### src/hdl/mbe_pkg.sv
`timescale 1ns / 1ps
`default_nettype none
// ---------------------------------------------------------------------------
// mbe_pkg: shared types and constants of the modular binomial engine
// Prime modulus, table geometry, reduction constant, operation codes and the
// request/result item structs.
// ---------------------------------------------------------------------------
package mbe_pkg;

    localparam int unsigned TABLE_SIZE = 4096;
    localparam int unsigned IDX_W      = $clog2(TABLE_SIZE);

    localparam logic [29:0] MOD_P      = 30'd998244353;
    localparam logic [29:0] MOD_P_M2   = 30'd998244351;

    // Barrett constant floor(2^60 / P); fits in 31 bits
    localparam logic [63:0] BARRETT_FULL = (64'd1 << 60) / 64'd998244353;
    localparam logic [30:0] BARRETT_M    = BARRETT_FULL[30:0];

    // Operation codes
    localparam logic [1:0] FUNC_BINOM = 2'd0;
    localparam logic [1:0] FUNC_POW   = 2'd1;
    localparam logic [1:0] FUNC_INV   = 2'd2;

    typedef struct packed {
        logic [1:0]         func;
        logic [29:0]        base;
        logic [61:0]        exponent;
        logic signed [31:0] top;
        logic signed [31:0] pick;
    } req_t;

    typedef struct packed {
        logic [29:0] value;
        logic        out_of_range;
    } res_t;

endpackage

`default_nettype wire

### src/hdl/mbe_mulmod.sv
`timescale 1ns / 1ps
`default_nettype none
// ---------------------------------------------------------------------------
// mbe_mulmod: pipelined modular multiplier
// Computes a*b mod P with a Barrett reduction over five register stages;
// one operand pair may enter per cycle, done marks the finished product.
// ---------------------------------------------------------------------------
module mbe_mulmod
    import mbe_pkg::*;
(
    input  wire logic        clk,
    input  wire logic        rst_n,
    input  wire logic        start,
    input  wire logic [29:0] a,
    input  wire logic [29:0] b,
    output logic             done,
    output logic [29:0]      res
);

    logic [4:0]  valid_reg;
    logic [59:0] prod_reg;
    logic [61:0] q2_reg;
    logic [31:0] xlo_reg;
    logic [31:0] r_reg;
    logic [31:0] r1_reg;
    logic [29:0] r2_reg;
    logic [60:0] q3p;

    // Track items in flight
    always_ff @(posedge clk or negedge rst_n)
    begin
        if (!rst_n)
        begin
            valid_reg <= '0;
        end
        else
        begin
            valid_reg <= {valid_reg[3:0], start};
        end
    end

    assign q3p = q2_reg[61:31] * MOD_P;

    // Full product, quotient estimate, remainder, then two corrections
    always_ff @(posedge clk)
    begin
        prod_reg <= a * b;
        q2_reg   <= prod_reg[59:29] * BARRETT_M;
        xlo_reg  <= prod_reg[31:0];
        r_reg    <= xlo_reg - q3p[31:0];
        r1_reg   <= (r_reg >= {2'b00, MOD_P}) ? r_reg - {2'b00, MOD_P} : r_reg;
        r2_reg   <= (r1_reg >= {2'b00, MOD_P}) ? 30'(r1_reg - {2'b00, MOD_P})
                                               : r1_reg[29:0];
    end

    assign done = valid_reg[4];
    assign res  = r2_reg;

endmodule

`default_nettype wire
### config.mk
export PLATFORM = sky130hd
export DESIGN_NAME = mbe_mulmod
export DESIGN_NICKNAME = d
export VERILOG_FILES = /design/src/hdl/mbe_pkg.sv /design/src/hdl/mbe_mulmod.sv
export SDC_FILE = /design/constraint.sdc
export NUM_CORES = 2
export LEC_CHECK = 0
export BUFFER_PORTS_ARGS = -buffer_cell sky130_fd_sc_hd__buf_2
export CORE_UTILIZATION = 25
export CTS_CLUSTER_DIAMETER = 150
export DETAILED_ROUTE_END_ITERATION = 12
export PLACE_DENSITY_LB_ADDON = 0.2
export REMOVE_ABC_BUFFERS = 1
export SLEW_MARGIN = 10
export SYNTH_ARGS = -nofsm -noshare
export SYNTH_HDL_FRONTEND = slang
export SYNTH_SLANG_ARGS = --single-unit
### constraint.sdc
create_clock -name clk -period 13.44 [get_ports clk]
set_input_delay 1.344 -clock clk [delete_from_list [all_inputs] [get_ports clk]]
set_output_delay 1.344 -clock clk [all_outputs]
set_load 0.005 [all_outputs]
==> results.toml <==
[synthesis]
yosys.area_share.xor_xnor = 0.0313
synthAdderAreaFrac = 0.597
synth.top_cell.area_share = 0.412
synth_edf_count = 0
yosys.area_share.simple = 0.126
ys_top_cells_by_count = "inv_1 (1348), fa_1 (1061), ha_1 (761), and2_1 (535), nand2_1 (435)"
syn_avg_cell_area_sq_um = 9.55
synthMuxAreaShare = 0.000389
ys_seq_area_frac = 0.0867
yosysMostFrequentCell = "inv_1"
ys.flop_type = "dfxtp_1"
ys_seq_elements = 222
synth_area_sq_um = 51500
synth_cell_type_count = 72
synth_compound_area_frac = 0.0457
synthCells = 5396
ys_warn_count = 0
synth_top_family_by_area = "adder cells"
async_flop_share = 0.0225
synth_area_leaders = "fa_1 (41%), ha_1 (18%), inv_1 (9.8%), dfxtp_1 (8.4%), and2_1 (6.5%)"
synth_top_area_cell = "fa_1"

[cells_and_area]
largest_reg_flops = 60
nNetsFinal = 7245
area_delta_synth_final_pct = 8.31
stdcell_area_sq_um = 55800
multi_input_area_sq_um = 41300
n_fill_cell = 22000
register_area_sq_um = 4470
drive_above_1_share = 0.0357

[worst_hold_path]
hold_start = "prod_reg[10]"
min_path_type = "reg -> reg"

[status]
status = "finished clean"

[placed_design]
dpl_cell_area_sq_um = 54900
dp_hpwl_um = 121000
gp_congestion = 0.819
numPortBuffers = 93

[sta]
finalHoldViolCount = 0
finalSetupViolCount = 0
drv_slew = 0
skew_ps = 10.1
max_slew.worst_pin.slew_ps = 1000
fmax_mhz = 107
period_needed_ps = 9380
rsz0062_at_grt = "false"
timing.final.crit_share = 0.698
setup_tns_ps = 0
relSlewSlack = 0.333

[worst_setup_path]
crit-reg2reg-launch = "prod_reg[43]"
crit_start = "a[11]"
arrival_ps = 9790
required_ps = 13850
start_kind = "primary input"
critical_path.max_fanout = 30
cp_common_cell = "fa_1"
cp_slowest_cell = "buf_2"
endpoint_kind = "flip-flop"
max_stage_delay_ps = 620
path_class = "in -> reg"

[routing]
drt-total-wl_um = 150000
drt_iter0_markers = 1645
routed_via_density = 4.29
vias = 34600
antenna_left = 0
first_pass_iters = 6
drc = 0
route.detailed.wl_per_inst_um = 18.5

[flow_run]
maxCapViolCount = 0

[floorplan]
die_w_um = 456
die_height_um = 456
start_util = 0.252
core_sq_um = 205000
ios = 94
dieArea_sq_um = 208000
placementRows = 166

[clock_tree]
cts_sinks = 222
post-cts-setup-buffers = 0
clk_latency_ps = 540
cts-root-buf = "clkbuf_16"
clk_path_buf_depth = 3
path_clk_slew_ps = 60
cts_tree = "done"
postCtsHoldBufs = 0
post_cts_resized = 0
cts_buffers = 26
cts_max_level = 1

[global_routing]
grt_usage = 0.147
grt_max_degree = 31
grt_pass1_wl_um = 234000
grt-ovfl-total = 0
grt_pass1_vias = 38100
antenna_found_initial = 10
==> final timing paths <==
check,endpoint,slack (ps),depth (start not counted)
min in group asynchronous,valid_reg[3],620,1
setup / recovery,prod_reg[53],4060,28
setup reg to reg,q2_reg[61],5310,25
hold reg to reg,xlo_reg[10],330,0
hold / removal,xlo_reg[10],330,0
max in group asynchronous,valid_reg[2],12700,1
==> worst max-delay path: cells and delay by family <==
| family | cells | cell delay (ps) |
|---|---|---|
| buffers and inverters | 6 | 930 |
| adders and majority gates | 9 | 4250 |
| and+or+nand+nor | 3 | 660 |
| AOI/OAI and AO/OA | 10 | 2570 |
==> cell usage in the layout (no fill, tap or decap), types with 6 or more instances in the layout <==
master     instances
nor2_1            95
a211oi_1          16
and2_1           535
or3_1             15
clkbuf_16         27
nand2b_1          13
nor2b_1           16
xor2_1            67
nand3_1           45
a31oi_1            6
o21ai_0           61
a21oi_1          121
o31ai_1            7
buf_2             93
clkinv_2           6
dfxtp_1          217
a21o_1            70
o21a_1            16
buf_4             40
xnor2_1          117
o21bai_1          14
o41ai_1            6
fa_1            1061
nor3_1            33
and3_1            17
ha_1             761
nor4_1             8
nand4_1           15
inv_1           1348
nand2_1          435
o211ai_1           6
==> logic make-up (layout without fill, tap and decap cells) <==
kind of cell             count (synthesis)  after routing
multiplexers                             2              2
other                                    0              2
flip-flops                             222            222
AND/OR/NAND/NOR                       1254           1254
XOR/XNOR                               184            184
adder cells (fa/ha/maj)               1823           1823
AO/OA/AOI/OAI                          366            366
buffers and inverters                 1545           1528
==> metrics by stage <==
step,setup WS [ps],instances,util,hold WS [ps]
2_1_floorplan,5330,5199,-,310
3_3_place_gp,3580,8020,0.268,313
3_5_place_dp,3390,8020,0.268,312
4_1_cts,3980,8067,0.272,328
5_1_grt,3580,8067,0.272,333
6_report,4060,8069,0.273,327
==> layer usage <==
metal	part of all wire	GRT usage	vias to the layer above
li1	-	-	16100
met1	0.49	0.213	17800
met2	0.46	0.242	571
met3	0.034	0.0105	123
met4	0.017	0.0224	0
met5	0	0	-
==> area by class of cell <==
cell class,instances,area share
tap,2688,0.0603
timing repair buffer,133,0.0137
sequential,222,0.0801
inverter,1348,0.0907
clock inverter,16,0.00363
antenna,2,0.0000897
clock buffer,31,0.0124
multi-input combinational,3629,0.739
Power is left out: the tool's default activity adds up to more than one toggle a clock period on the data nets, which glitch-free logic cannot reach.
